==> config.mk <==
export PLATFORM = sky130hd
export DESIGN_NAME = tga_rle_pixel_decoder_unit
export DESIGN_NICKNAME = d
export VERILOG_FILES = /design/src/rtl/tga_rle_pkg.sv /design/src/rtl/tga_rle_in_reg.sv /design/src/rtl/tga_rle_core.sv /design/src/rtl/tga_rle_out_reg.sv /design/src/rtl/tga_rle_pixel_decoder_unit.sv
export SDC_FILE = /design/constraint.sdc
export NUM_CORES = 1
export LEC_CHECK = 0
export CORE_AREA = 2 2 144 146
export DETAILED_ROUTE_END_ITERATION = 10
export DIE_AREA = 0 0 146 148
export DONT_BUFFER_PORTS = 1
export SETUP_SLACK_MARGIN = 0.5
export SLEW_MARGIN = 30
export SYNTH_ARGS = -nofsm -noshare
export SYNTH_HDL_FRONTEND = slang
export SYNTH_SLANG_ARGS = --single-unit
==> constraint.sdc <==
create_clock -name clk -period 7.6 [get_ports clk]
set_input_delay 0.76 -clock clk [delete_from_list [all_inputs] [get_ports clk]]
set_output_delay 0.76 -clock clk [all_outputs]
set_load 0.02 [all_outputs]
==> src/rtl/tga_rle_pkg.sv <==
// Shared types and constants for the TGA run-length pixel decoder.
// No dependencies; imported by every module of the block.
package tga_rle_pkg;

    // Field widths
    localparam int BYTE_W      = 8;
    localparam int COUNT_W     = 32;
    localparam int CFG_IDX_W   = 4;
    localparam int CFG_DATA_W  = 32;
    localparam int OUT_DATA_W  = 40;

    // Configuration register indexes
    localparam logic [CFG_IDX_W-1:0] CFG_PIXEL_COUNT = 4'd0;
    localparam logic [CFG_IDX_W-1:0] CFG_HAS_ALPHA   = 4'd1;

    // Packet header coding
    localparam int                HDR_RUN_BIT = 7;
    localparam logic [BYTE_W-1:0] RUN_BIAS    = 8'd127;

    // Byte positions within a pixel (blue, green, red, alpha)
    localparam logic [1:0] POS_RED   = 2'd2;
    localparam logic [1:0] POS_ALPHA = 2'd3;

    // One decoded result
    typedef struct packed {
        logic [BYTE_W-1:0] red;
        logic [BYTE_W-1:0] green;
        logic [BYTE_W-1:0] blue;
        logic [BYTE_W-1:0] alpha;
        logic [BYTE_W-1:0] repeat_res;
        logic              last_of_image;
    } pix_res_t;

    // Configuration write from the port
    typedef struct packed {
        logic                  valid;
        logic [CFG_IDX_W-1:0]  index;
        logic [CFG_DATA_W-1:0] data;
    } cfg_wr_t;

endpackage

==> src/rtl/tga_rle_in_reg.sv <==
// Input register of the TGA run-length decoder: holds one coded byte.
// Depends on tga_rle_pkg.
module tga_rle_in_reg (
    input  logic                        clk,
    input  logic                        rst_n,
    input  logic                        s_axis_tvalid,
    output logic                        s_axis_tready,
    input  logic [tga_rle_pkg::BYTE_W-1:0] s_axis_tdata,
    input  logic                        take,
    output logic                        hold_valid,
    output logic [tga_rle_pkg::BYTE_W-1:0] hold_byte
);
    import tga_rle_pkg::*;

    logic              valid_reg;
    logic              valid_next;
    logic [BYTE_W-1:0] byte_reg;

    // Accept a new word when empty or when the held word leaves this cycle
    assign s_axis_tready = !valid_reg || take;
    assign hold_valid    = valid_reg;
    assign hold_byte     = byte_reg;

    always_comb
    begin
        valid_next = valid_reg;
        if (s_axis_tvalid && s_axis_tready)
        begin
            valid_next = 1'b1;
        end
        else if (take)
        begin
            valid_next = 1'b0;
        end
    end

    always_ff @(posedge clk or negedge rst_n)
    begin
        if (!rst_n)
        begin
            valid_reg <= 1'b0;
        end
        else
        begin
            valid_reg <= valid_next;
        end
    end

    // Load the payload on accept
    always_ff @(posedge clk)
    begin
        if (s_axis_tvalid && s_axis_tready)
        begin
            byte_reg <= s_axis_tdata;
        end
    end

endmodule

==> src/rtl/tga_rle_core.sv <==
// Packet and pixel state of the TGA run-length decoder, with the configuration registers.
// Depends on tga_rle_pkg.
module tga_rle_core (
    input  logic                           clk,
    input  logic                           rst_n,
    input  tga_rle_pkg::cfg_wr_t           cfg,
    input  logic                           hold_valid,
    input  logic [tga_rle_pkg::BYTE_W-1:0] hold_byte,
    input  logic                           out_free,
    output logic                           take,
    output logic                           res_load,
    output tga_rle_pkg::pix_res_t          res
);
    import tga_rle_pkg::*;

    logic [COUNT_W-1:0] img_size_reg;
    logic [COUNT_W-1:0] img_size_next;
    logic               has_alpha_reg;
    logic               has_alpha_next;
    logic               exp_hdr_reg;
    logic               exp_hdr_next;
    logic               run_reg;
    logic               run_next;
    logic [BYTE_W-1:0]  ppl_reg;
    logic [BYTE_W-1:0]  ppl_next;
    logic [1:0]         pos_reg;
    logic [1:0]         pos_next;
    logic [BYTE_W-1:0]  color_reg [3];
    logic [BYTE_W-1:0]  color_next [3];
    logic [COUNT_W-1:0] rem_reg;
    logic [COUNT_W-1:0] rem_next;

    logic               completes;
    logic [BYTE_W-1:0]  rep;
    logic [COUNT_W-1:0] rem_after;
    logic               done;
    logic [BYTE_W-1:0]  ppl_after;
    logic [COUNT_W-1:0] cfg_size;

    // A data byte closes a pixel once the last byte position is reached
    assign completes = hold_valid && !exp_hdr_reg &&
                       (has_alpha_reg ? (pos_reg == POS_ALPHA) : (pos_reg >= POS_RED));
    assign take      = hold_valid && (!completes || out_free);
    assign res_load  = completes && out_free;

    // Repeat count clipped to the pixels left, and the count after this result
    always_comb
    begin
        rep       = 8'd1;
        ppl_after = (ppl_reg != '0) ? ppl_reg - 8'd1 : '0;
        if (run_reg)
        begin
            ppl_after = '0;
            if ({{(COUNT_W-BYTE_W){1'b0}}, ppl_reg} > rem_reg)
            begin
                rep = rem_reg[BYTE_W-1:0];
            end
            else
            begin
                rep = ppl_reg;
            end
        end
        rem_after = rem_reg - {{(COUNT_W-BYTE_W){1'b0}}, rep};
        done      = (rem_after == '0);
    end

    // Result fields
    always_comb
    begin
        res.red           = (pos_reg == POS_RED) ? hold_byte : color_reg[2];
        res.green         = color_reg[1];
        res.blue          = color_reg[0];
        res.alpha         = (has_alpha_reg && pos_reg == POS_ALPHA) ? hold_byte : '0;
        res.repeat_res    = rep;
        res.last_of_image = done;
    end

    assign cfg_size = (cfg.data == '0) ? {{(COUNT_W-1){1'b0}}, 1'b1} : cfg.data;

    // Next state: configuration writes, then header and pixel bytes
    always_comb
    begin
        img_size_next  = img_size_reg;
        has_alpha_next = has_alpha_reg;
        exp_hdr_next   = exp_hdr_reg;
        run_next       = run_reg;
        ppl_next       = ppl_reg;
        pos_next       = pos_reg;
        color_next     = color_reg;
        rem_next       = rem_reg;
        if (cfg.valid && cfg.index == CFG_PIXEL_COUNT)
        begin
            img_size_next = cfg_size;
            exp_hdr_next  = 1'b1;
            run_next      = 1'b0;
            ppl_next      = '0;
            pos_next      = '0;
            rem_next      = cfg_size;
        end
        else if (cfg.valid && cfg.index == CFG_HAS_ALPHA)
        begin
            has_alpha_next = cfg.data[0];
        end
        else if (take)
        begin
            priority if (exp_hdr_reg)
            begin
                exp_hdr_next = 1'b0;
                pos_next     = '0;
                run_next     = hold_byte[HDR_RUN_BIT];
                ppl_next     = hold_byte[HDR_RUN_BIT] ? hold_byte - RUN_BIAS
                                                      : hold_byte + 8'd1;
            end
            else if (!completes)
            begin
                color_next[pos_reg] = hold_byte;
                pos_next            = pos_reg + 2'd1;
            end
            else
            begin
                if (pos_reg != POS_ALPHA)
                begin
                    color_next[pos_reg] = hold_byte;
                end
                pos_next = '0;
                if (done)
                begin
                    exp_hdr_next = 1'b1;
                    run_next     = 1'b0;
                    ppl_next     = '0;
                    rem_next     = img_size_reg;
                end
                else
                begin
                    ppl_next     = ppl_after;
                    rem_next     = rem_after;
                    exp_hdr_next = (ppl_after == '0);
                end
            end
        end
    end

    // Hold state
    always_ff @(posedge clk or negedge rst_n)
    begin
        if (!rst_n)
        begin
            img_size_reg  <= {{(COUNT_W-1){1'b0}}, 1'b1};
            has_alpha_reg <= 1'b0;
            exp_hdr_reg   <= 1'b1;
            run_reg       <= 1'b0;
            ppl_reg       <= '0;
            pos_reg       <= '0;
            color_reg     <= '{default: '0};
            rem_reg       <= {{(COUNT_W-1){1'b0}}, 1'b1};
        end
        else
        begin
            img_size_reg  <= img_size_next;
            has_alpha_reg <= has_alpha_next;
            exp_hdr_reg   <= exp_hdr_next;
            run_reg       <= run_next;
            ppl_reg       <= ppl_next;
            pos_reg       <= pos_next;
            color_reg     <= color_next;
            rem_reg       <= rem_next;
        end
    end

    // Checks
    a_rem_nonzero: assert property (@(posedge clk) disable iff (!rst_n)
        rem_reg != '0)
        else $error("pixels remaining reached zero without rearming");

    a_size_nonzero: assert property (@(posedge clk) disable iff (!rst_n)
        img_size_reg != '0)
        else $error("image size register holds zero");

    a_ppl_range: assert property (@(posedge clk) disable iff (!rst_n)
        ppl_reg <= 8'd128)
        else $error("packet pixel count above 128");

    a_rearm: assert property (@(posedge clk) disable iff (!rst_n)
        (res_load && res.last_of_image && !cfg.valid) |=>
        (exp_hdr_reg && rem_reg == img_size_reg && pos_reg == '0))
        else $error("decoder did not rearm after the final pixel");

    a_rep_fits: assert property (@(posedge clk) disable iff (!rst_n)
        res_load |-> ({{(COUNT_W-BYTE_W){1'b0}}, res.repeat_res} <= rem_reg &&
                      res.repeat_res != '0))
        else $error("repeat count outside the pixels remaining");

endmodule

==> src/rtl/tga_rle_out_reg.sv <==
// Result register of the TGA run-length decoder: packs one pixel result on the output stream.
// Depends on tga_rle_pkg.
module tga_rle_out_reg (
    input  logic                               clk,
    input  logic                               rst_n,
    input  logic                               res_load,
    input  tga_rle_pkg::pix_res_t              res,
    output logic                               out_free,
    output logic                               m_axis_tvalid,
    input  logic                               m_axis_tready,
    output logic [tga_rle_pkg::OUT_DATA_W-1:0] m_axis_tdata,
    output logic                               m_axis_tlast
);
    import tga_rle_pkg::*;

    logic                  valid_reg;
    logic                  valid_next;
    logic [OUT_DATA_W-1:0] data_reg;
    logic                  last_reg;

    // Free when empty or when the held word is taken this cycle
    assign out_free      = !valid_reg || m_axis_tready;
    assign m_axis_tvalid = valid_reg;
    assign m_axis_tdata  = data_reg;
    assign m_axis_tlast  = last_reg;

    always_comb
    begin
        valid_next = valid_reg;
        if (res_load)
        begin
            valid_next = 1'b1;
        end
        else if (m_axis_tready)
        begin
            valid_next = 1'b0;
        end
    end

    always_ff @(posedge clk or negedge rst_n)
    begin
        if (!rst_n)
        begin
            valid_reg <= 1'b0;
        end
        else
        begin
            valid_reg <= valid_next;
        end
    end

    // Pack red lowest, then green, blue, alpha, repeat count
    always_ff @(posedge clk)
    begin
        if (res_load)
        begin
            data_reg <= {res.repeat_res, res.alpha, res.blue, res.green, res.red};
            last_reg <= res.last_of_image;
        end
    end

endmodule

==> src/rtl/tga_rle_pixel_decoder_unit.sv <==
// Top level of the TGA run-length pixel decoder.
// Depends on tga_rle_pkg, tga_rle_in_reg, tga_rle_core and tga_rle_out_reg.
//
//   channel  direction  width  contents
//   s_axis   in         8      byte_in
//   m_axis   out        40+1   red, green, blue, alpha, repeat_res; tlast = last_of_image
//   cfg      in         4+32   index 0 pixel_count, index 1 has_alpha
//
// One byte is taken per cycle while no completing byte waits on a stalled output; each
// byte is held in the input register until the core takes it, and a completed pixel is
// loaded from there into the result register, which presents its word on m_axis.
// Throughput is set by the state update of the decode core. A stalled output holds only
// bytes that complete a pixel; header and partial-pixel bytes keep flowing. Reset rearms
// for a one-pixel image with no alpha; cfg_ready is always high.
module tga_rle_pixel_decoder_unit (
    input  logic                                clk,
    input  logic                                rst_n,
    // byte_in [7:0]
    input  logic                                s_axis_tvalid,
    output logic                                s_axis_tready,
    input  logic [tga_rle_pkg::BYTE_W-1:0]      s_axis_tdata,
    // red [7:0], green [15:8], blue [23:16], alpha [31:24], repeat_res [39:32]
    output logic                                m_axis_tvalid,
    input  logic                                m_axis_tready,
    output logic [tga_rle_pkg::OUT_DATA_W-1:0]  m_axis_tdata,
    output logic                                m_axis_tlast,
    input  logic                                cfg_valid,
    output logic                                cfg_ready,
    input  logic [tga_rle_pkg::CFG_IDX_W-1:0]   cfg_index,
    input  logic [tga_rle_pkg::CFG_DATA_W-1:0]  cfg_data
);
    import tga_rle_pkg::*;

    logic              take;
    logic              hold_valid;
    logic [BYTE_W-1:0] hold_byte;
    logic              out_free;
    logic              res_load;
    pix_res_t          res;
    cfg_wr_t           cfg;

    assign cfg_ready = 1'b1;
    assign cfg.valid = cfg_valid;
    assign cfg.index = cfg_index;
    assign cfg.data  = cfg_data;

    tga_rle_in_reg u_in_reg (
        .clk           (clk),
        .rst_n         (rst_n),
        .s_axis_tvalid (s_axis_tvalid),
        .s_axis_tready (s_axis_tready),
        .s_axis_tdata  (s_axis_tdata),
        .take          (take),
        .hold_valid    (hold_valid),
        .hold_byte     (hold_byte)
    );

    tga_rle_core u_core (
        .clk        (clk),
        .rst_n      (rst_n),
        .cfg        (cfg),
        .hold_valid (hold_valid),
        .hold_byte  (hold_byte),
        .out_free   (out_free),
        .take       (take),
        .res_load   (res_load),
        .res        (res)
    );

    tga_rle_out_reg u_out_reg (
        .clk           (clk),
        .rst_n         (rst_n),
        .res_load      (res_load),
        .res           (res),
        .out_free      (out_free),
        .m_axis_tvalid (m_axis_tvalid),
        .m_axis_tready (m_axis_tready),
        .m_axis_tdata  (m_axis_tdata),
        .m_axis_tlast  (m_axis_tlast)
    );

endmodule
== After elaboration in Yosys (flattened, before gate mapping) ==
Index checks and enable logic that the tools add are counted.

* Output and inout bits: 44
* Flip-flop bits (word level): 152
* Bits of input ports: 49
* Word-level logic and storage cells: 115

* $add $sub $neg: 5
* Multiplexer cells: 46
* Bitwise logic cells: 4
* $lt $le $gt $ge: 4
* Reductions and logical operators: 33
* Eq/ne operators: 7

{| class="wikitable"
|+ Operator list
! operator !! number
|-
| $mux W32 || 7
|-
| $mux W8 || 13
|-
| $logic_not A32 Y1 || 2
|-
| $mux W24 || 2
|-
| $gt A8 B32 Y1 || 1
|-
| $sub A32 B8 Y32 || 1
|-
| $bwmux W24 || 1
|-
| $mux W1 || 17
|-
| $demux W8 S2 || 1
|-
| $mux W2 || 5
|-
| $logic_and A1 B1 Y1 || 9
|-
| $add A8 B1 Y8 const B || 1
|-
| $logic_not A8 Y1 || 1
|-
| $reduce_and A4 Y1 || 2
|-
| $reduce_bool A2 Y1 || 4
|-
| $reduce_bool A8 Y1 || 1
|-
| $sub A8 B1 Y8 const B || 1
|-
| $sub A8 B7 Y8 const B || 1
|-
| $ne A2 B2 Y1 const B || 3
|-
| $reduce_bool A3 Y1 || 2
|-
| $reduce_and A5 Y1 || 1
|-
| $eq A2 B2 Y1 const B || 2
|-
| $eq A4 B1 Y1 const B || 1
|-
| $logic_not A1 Y1 || 4
|-
| other kinds (11) || 16
|}

== Longest topological paths before layout ==
* Word-level depth: 11
* Depth in mapped cells: 24
* Mapped depth without buffers: 21

== Modules after synthesis ==
From an unflattened synthesis, not the netlist that was laid out.

* Cell total of the unflattened synthesis: 785
* Area total of the unflattened synthesis: 8147.8 um^2

{| class="wikitable"
|+ By module, submodules not included
! module !! cells an instance !! instances !! area an instance (um^2) !! sequential area each (um^2)
|-
| tga_rle_core || 727 || 1 || 6563.8 || 2531.2
|-
| tga_rle_out_reg || 44 || 1 || 1278.7 || 1256.2
|-
| tga_rle_in_reg || 12 || 1 || 294.0 || 265.3
|-
| tga_rle_pixel_decoder_unit || 2 || 1 || 11.3 || 0.0
|}

== Worst setup path after synthesis ==
OpenSTA, ideal clock, no wires.

* Path kind: flip-flop to flip-flop
* Start point: reg u_core.rem_reg[19]
* End point: reg u_core.ppl_reg[2]
* Period minus slack after synthesis: 5.650 ns
* Library setup time: 0.126 ns
* Path buffers: 1
* Arrival: 5.524 ns
* Setup slack: 1.950 ns
* Data required time: 7.474 ns
* Stages on the path, launching flop included: 20
* Cell sequence: dfrtp_1 -> or4_4 -> or4_4 -> or4_4 -> or3_4 -> nor3b_2 -> buf_6 -> mux2i_1 -> nand2b_1 -> inv_1 -> fa_1 -> nor2b_1 -> o31a_1 -> o21ai_0 -> nand3_1 -> o21ai_0 -> or3_1 -> nor4_4 -> and3b_1 -> a221o_1

{| class="wikitable"
|+ RTL lines
! what !! RTL line !! RTL
|-
| start, declared || tga_rle_core.sv:30 || <nowiki>logic [COUNT_W-1:0] rem_reg;</nowiki>
|-
| start signal, assigned || tga_rle_core.sv:155 || <nowiki>rem_reg <= {{(COUNT_W-1){1'b0}}, 1'b1};</nowiki>
|-
| start signal, assigned || tga_rle_core.sv:166 || <nowiki>rem_reg <= rem_next;</nowiki>
|-
| end signal, assigned || tga_rle_core.sv:163 || <nowiki>ppl_reg <= ppl_next;</nowiki>
|-
| end, declared || tga_rle_core.sv:24 || <nowiki>logic [BYTE_W-1:0] ppl_reg;</nowiki>
|}

==> run summary <==
PLACED DESIGN
------------------------------------------------------------------------------------------
Cell area after placement                                                       8180 sq um
I/O Buffers                                                                              0
Final Wtd Congestion                                                                 0.837
Detailed placement HPWL                                                            13.8 mm

FINAL LAYOUT
------------------------------------------------------------------------------------------
Layout cells sized above 1                                                           13.4%
N_diodes                                                                                 0
Post-Layout Inst Area                                                           8800 sq um
# nets final                                                                           839
Signed area change from the synthesized netlist to the final layout                  10.9%
Largest register FFs                                                                    40
Count of filler cells inserted in the layout                                         1,965

YOSYS
------------------------------------------------------------------------------------------
Distinct cells, synth                                                                   69
Multiplexer share of the synthesized area                                            6.47%
Net count after synthesis                                                              849
Most frequent cell after synthesis                                            sky130_fd_sc_hd__nand2_1
Synth cell count leaders                                                      128 x sky130_fd_sc_hd__nand2_1, 100 x sky130_fd_sc_hd__dfrtp_1, 49 x sky130_fd_sc_hd__edfxtp_1
Largest family of logic cells by synthesized area                             simple AND/OR/NAND/NOR gates
Share of synthesized cell area in full adder, half adder and majority cells          3.88%
Largest cells by area after synthesis                                         sky130_fd_sc_hd__dfrtp_1 32%, sky130_fd_sc_hd__edfxtp_1 19%, sky130_fd_sc_hd__nand2_1 6.1%, sky130_fd_sc_hd__mux2_2 4.8%, sky130_fd_sc_hd__ha_1 3.6%
Synth Flop Type                                                               sky130_fd_sc_hd__dfrtp_1
Mapped Cells                                                                           776
Synth area leader                                                             sky130_fd_sc_hd__dfrtp_1
Share of synthesized registers carrying an async set or reset                        67.8%
Mean Syn Cell Area                                                              10.2 sq um
Top-area cell type share of the netlist area                                         31.5%
Compound-gate portion of the synthesized area                                        11.1%
Sequential fraction of the synthesis area                                            51.1%
Simple logic cell fraction of the synthesized area                                   21.0%
Yosys reg bits                                                                         152
Post-Syn Area                                                                   7930 sq um
Xor and xnor fraction of the mapped netlist area                                     3.19%
Number of synthesized flops with an enable pin                                          49
Yosys warns                                                                              0

TIMING
------------------------------------------------------------------------------------------
Transition at the pin with the smallest max-transition slack                      0.909 ns
Worst Clk Skew                                                                  0.00846 ns
Post-layout min period                                                             6.47 ns
Post-route clock period utilization                                                  85.2%
Final setup violating endpoints                                                          0
Worst slew slack as a fraction of its limit                                          39.3%
Highest attainable clock frequency                                               0.154 GHz
Max Slew Vio Count                                                                       0
Final Hold Viols                                                                         0
Total Neg Setup Slack                                                                 0 ns
Unrepaired setup endpoints after global routing                                      false

FLOORPLANNING
------------------------------------------------------------------------------------------
Effective utilization at floorplan                                                   39.6%
Core outline area                                                             20,000 sq um
Number of rows created at floorplan                                                     52
Die Height                                                                     148 microns
Die Outline Area                                                              21,600 sq um
Die Width                                                                      146 microns
Top-level port count                                                                    93

DRT
------------------------------------------------------------------------------------------
Number of DRC markers after the initial detailed-route iteration                       384
Overall via count from detail_route                                                  5,838
Residual antenna-violating net count after detailed routing                              0
Aggregate routed wire length                                                       19.8 mm
Routed length per placed instance                                             18.9 microns
DRC errors left                                                                          0
Vias/cell                                                                             5.57
First drt pass iteration count                                                           5

SETUP PATH
------------------------------------------------------------------------------------------
Required time reported for the critical path endpoint                              7.98 ns
Reg-to-reg slack, setup                                                            1.13 ns
Worst R2R Path Depth                                                                    20
Setup crit end kind                                                              flip-flop
CP max FO                                                                               22
Critical path class                                                             reg -> reg
Critical path arrival                                                              6.85 ns
Startpoint Class                                                                 flip-flop
R2R Path Start                                                                u_core.rem_reg[19]
Reg2reg end                                                                   u_core.rem_reg[11]

POWER
------------------------------------------------------------------------------------------
Cell-internal power                                                                2.14 mW
Lkg Pwr                                                                            3.62 nW
Proportion of power drawn by combinational gates                                     34.4%
Reported net switching power                                                       1.45 mW
Power density over cell area                                                   408 nW/um^2
Total power of the final layout                                                    3.59 mW
Largest voltage drop on the vdd net                                               0.170 mV
Clock power frac                                                                     24.3%
Sequential power share                                                               41.3%
Switching Share                                                                      40.4%

WORST HOLD PATH
------------------------------------------------------------------------------------------
Class of the most critical hold timing path                                    in -> async

GLOBAL ROUTE
------------------------------------------------------------------------------------------
Largest net degree at the start of global routing                                      104
GRT Resource Usage Total                                                             19.1%
Vias in the first global route                                                       5,845
Aggregate global routing overflow                                                        0
First-pass GRT wire length                                                         32.5 mm
Number of antenna violations at the first check in global routing                        0

CLOCKING
------------------------------------------------------------------------------------------
Clock Root Buffer                                                             sky130_fd_sc_hd__clkbuf_16
TritonCTS clock tree                                                                 built
Later-pin clock latency in the skew report                                         0.43 ns
Number of buffers created by CTS                                                        17
CTS clock-pin slew for the worst setup and hold paths                              0.07 ns
Hold-fix buffers, CTS                                                                    0
Number of clock sinks seen by CTS                                                      152
H-tree level count                                                                       4
Clock buffer depth                                                                       2

JOB
------------------------------------------------------------------------------------------
Max capacitance violation total                                                          0

STATUS
------------------------------------------------------------------------------------------
Outcome                                                                       finished, final reports clean

[through the flow]
stage	cells	setup slack (ns)	utilization [%]	hold WS [ns]
floorplan	776	1.95	-	0.419
global placement	1017	1.23	40.8	0.425
detailed placement	1017	1.03	40.8	0.427
CTS	1049	1.02	43.9	0.00456
global route	1049	0.651	43.9	0.00374
finish	1049	1.13	43.9	0.0218
[placed cells by master, fill, tap and decap left out, types with 6 or more instances in the layout]
cell type                   count
sky130_fd_sc_hd__inv_1         25
sky130_fd_sc_hd__mux2_2        34
sky130_fd_sc_hd__mux2i_1       13
sky130_fd_sc_hd__or4_1          8
sky130_fd_sc_hd__ha_1          23
sky130_fd_sc_hd__a221o_1        6
sky130_fd_sc_hd__xnor2_1        6
sky130_fd_sc_hd__nor4_1        15
sky130_fd_sc_hd__nand4_1        8
sky130_fd_sc_hd__a21oi_1       24
sky130_fd_sc_hd__o21ai_0       35
sky130_fd_sc_hd__nor2_1        36
sky130_fd_sc_hd__and3_1        10
sky130_fd_sc_hd__o22ai_1       11
sky130_fd_sc_hd__nand3_1       31
sky130_fd_sc_hd__a21o_1        10
sky130_fd_sc_hd__xor2_1        21
sky130_fd_sc_hd__edfxtp_1      49
sky130_fd_sc_hd__a31oi_1       12
sky130_fd_sc_hd__inv_8          6
sky130_fd_sc_hd__or3_1          8
sky130_fd_sc_hd__nor3_1        27
sky130_fd_sc_hd__nand2_1      128
sky130_fd_sc_hd__dfrtp_1      100
sky130_fd_sc_hd__nand2b_1      12
sky130_fd_sc_hd__clkbuf_16     17
sky130_fd_sc_hd__a211oi_1       8
sky130_fd_sc_hd__buf_4          7
[power groups by stage]
stage                     registers, mW  clock network, mW  logic, mW
after floorplan                    1.39                  0      0.990
after global placement             1.49                  0       1.21
after detailed placement           1.50                  0       1.23
after CTS                          1.48              0.888       1.23
after global routing               1.52              0.917       1.39
final                              1.48              0.872       1.24
[metal layers]
layer	routed length (microns)	part of all wire (%)	vias up	global-route usage (%)
li1	-	-	2794	-
met1	9230	46	2865	26.0
met2	9390	47	153	30.5
met3	883	4.4	26	3.98
met4	344	1.7	0	6.55
met5	0	0	-	0
[how the worst max path moves through the flow]
stage,start,endpoint,slack [ns],cells past startpoint
global placement,u_core.rem_reg[19],u_core.rem_reg[22],1.23,20
floorplan,u_core.rem_reg[19],u_core.ppl_reg[2],1.95,19
global route,u_core.rem_reg[19],u_core.rem_reg[24],0.65,20
detailed placement,u_core.rem_reg[19],u_core.rem_reg[19],1.03,20
finish,u_core.rem_reg[19],u_core.rem_reg[11],1.13,20
CTS,u_core.rem_reg[19],u_core.rem_reg[11],1.02,20
[critical path, cell delays in order, from the launching register on]
cell and delay [ns]:
sky130_fd_sc_hd__dfrtp_1 0.42, sky130_fd_sc_hd__or4_4 0.58, sky130_fd_sc_hd__or4_4 0.47, sky130_fd_sc_hd__or4_4 0.46, sky130_fd_sc_hd__or3_4 0.40, sky130_fd_sc_hd__nor3b_2 0.18
sky130_fd_sc_hd__buf_4 0.22, sky130_fd_sc_hd__mux2i_1 0.19, sky130_fd_sc_hd__nand2b_1 0.14, sky130_fd_sc_hd__inv_1 0.08, sky130_fd_sc_hd__fa_1 0.45, sky130_fd_sc_hd__nor2b_1 0.19
sky130_fd_sc_hd__o31a_1 0.19, sky130_fd_sc_hd__o21ai_0 0.19, sky130_fd_sc_hd__nand3_1 0.33, sky130_fd_sc_hd__o21ai_0 0.16, sky130_fd_sc_hd__or3_1 0.44, sky130_fd_sc_hd__nor4_4 0.50
sky130_fd_sc_hd__buf_4 0.40, sky130_fd_sc_hd__and2_1 0.25, sky130_fd_sc_hd__a21o_1 0.14
[cell type report]
cell class	instances	area [sq um]	area share [%]
flip-flops and latches	152	4050	46.0
multi-input cells	563	3650	41.4
clock buffers	17	425	4.83
well taps	270	338	3.84
clock inverters	15	191	2.18
inverters	25	93.8	1.07
repair buffers	7	52.6	0.597
[timing repair]
action                     4_1_cts  5_1_grt
buffers inserted                 0        0
setup endpoints to repair        0        8
resized for setup                0        1
[cell families after synthesis]
logic type               count (synthesis)
adder cells (fa/ha/maj)                 24
AO/OA/AOI/OAI                          136
flip-flops                             152
AND/OR/NAND/NOR                        327
buffers and inverters                   61
multiplexers                            47
other                                    1
XOR/XNOR                                28
(Power assumes the default switching activity.)
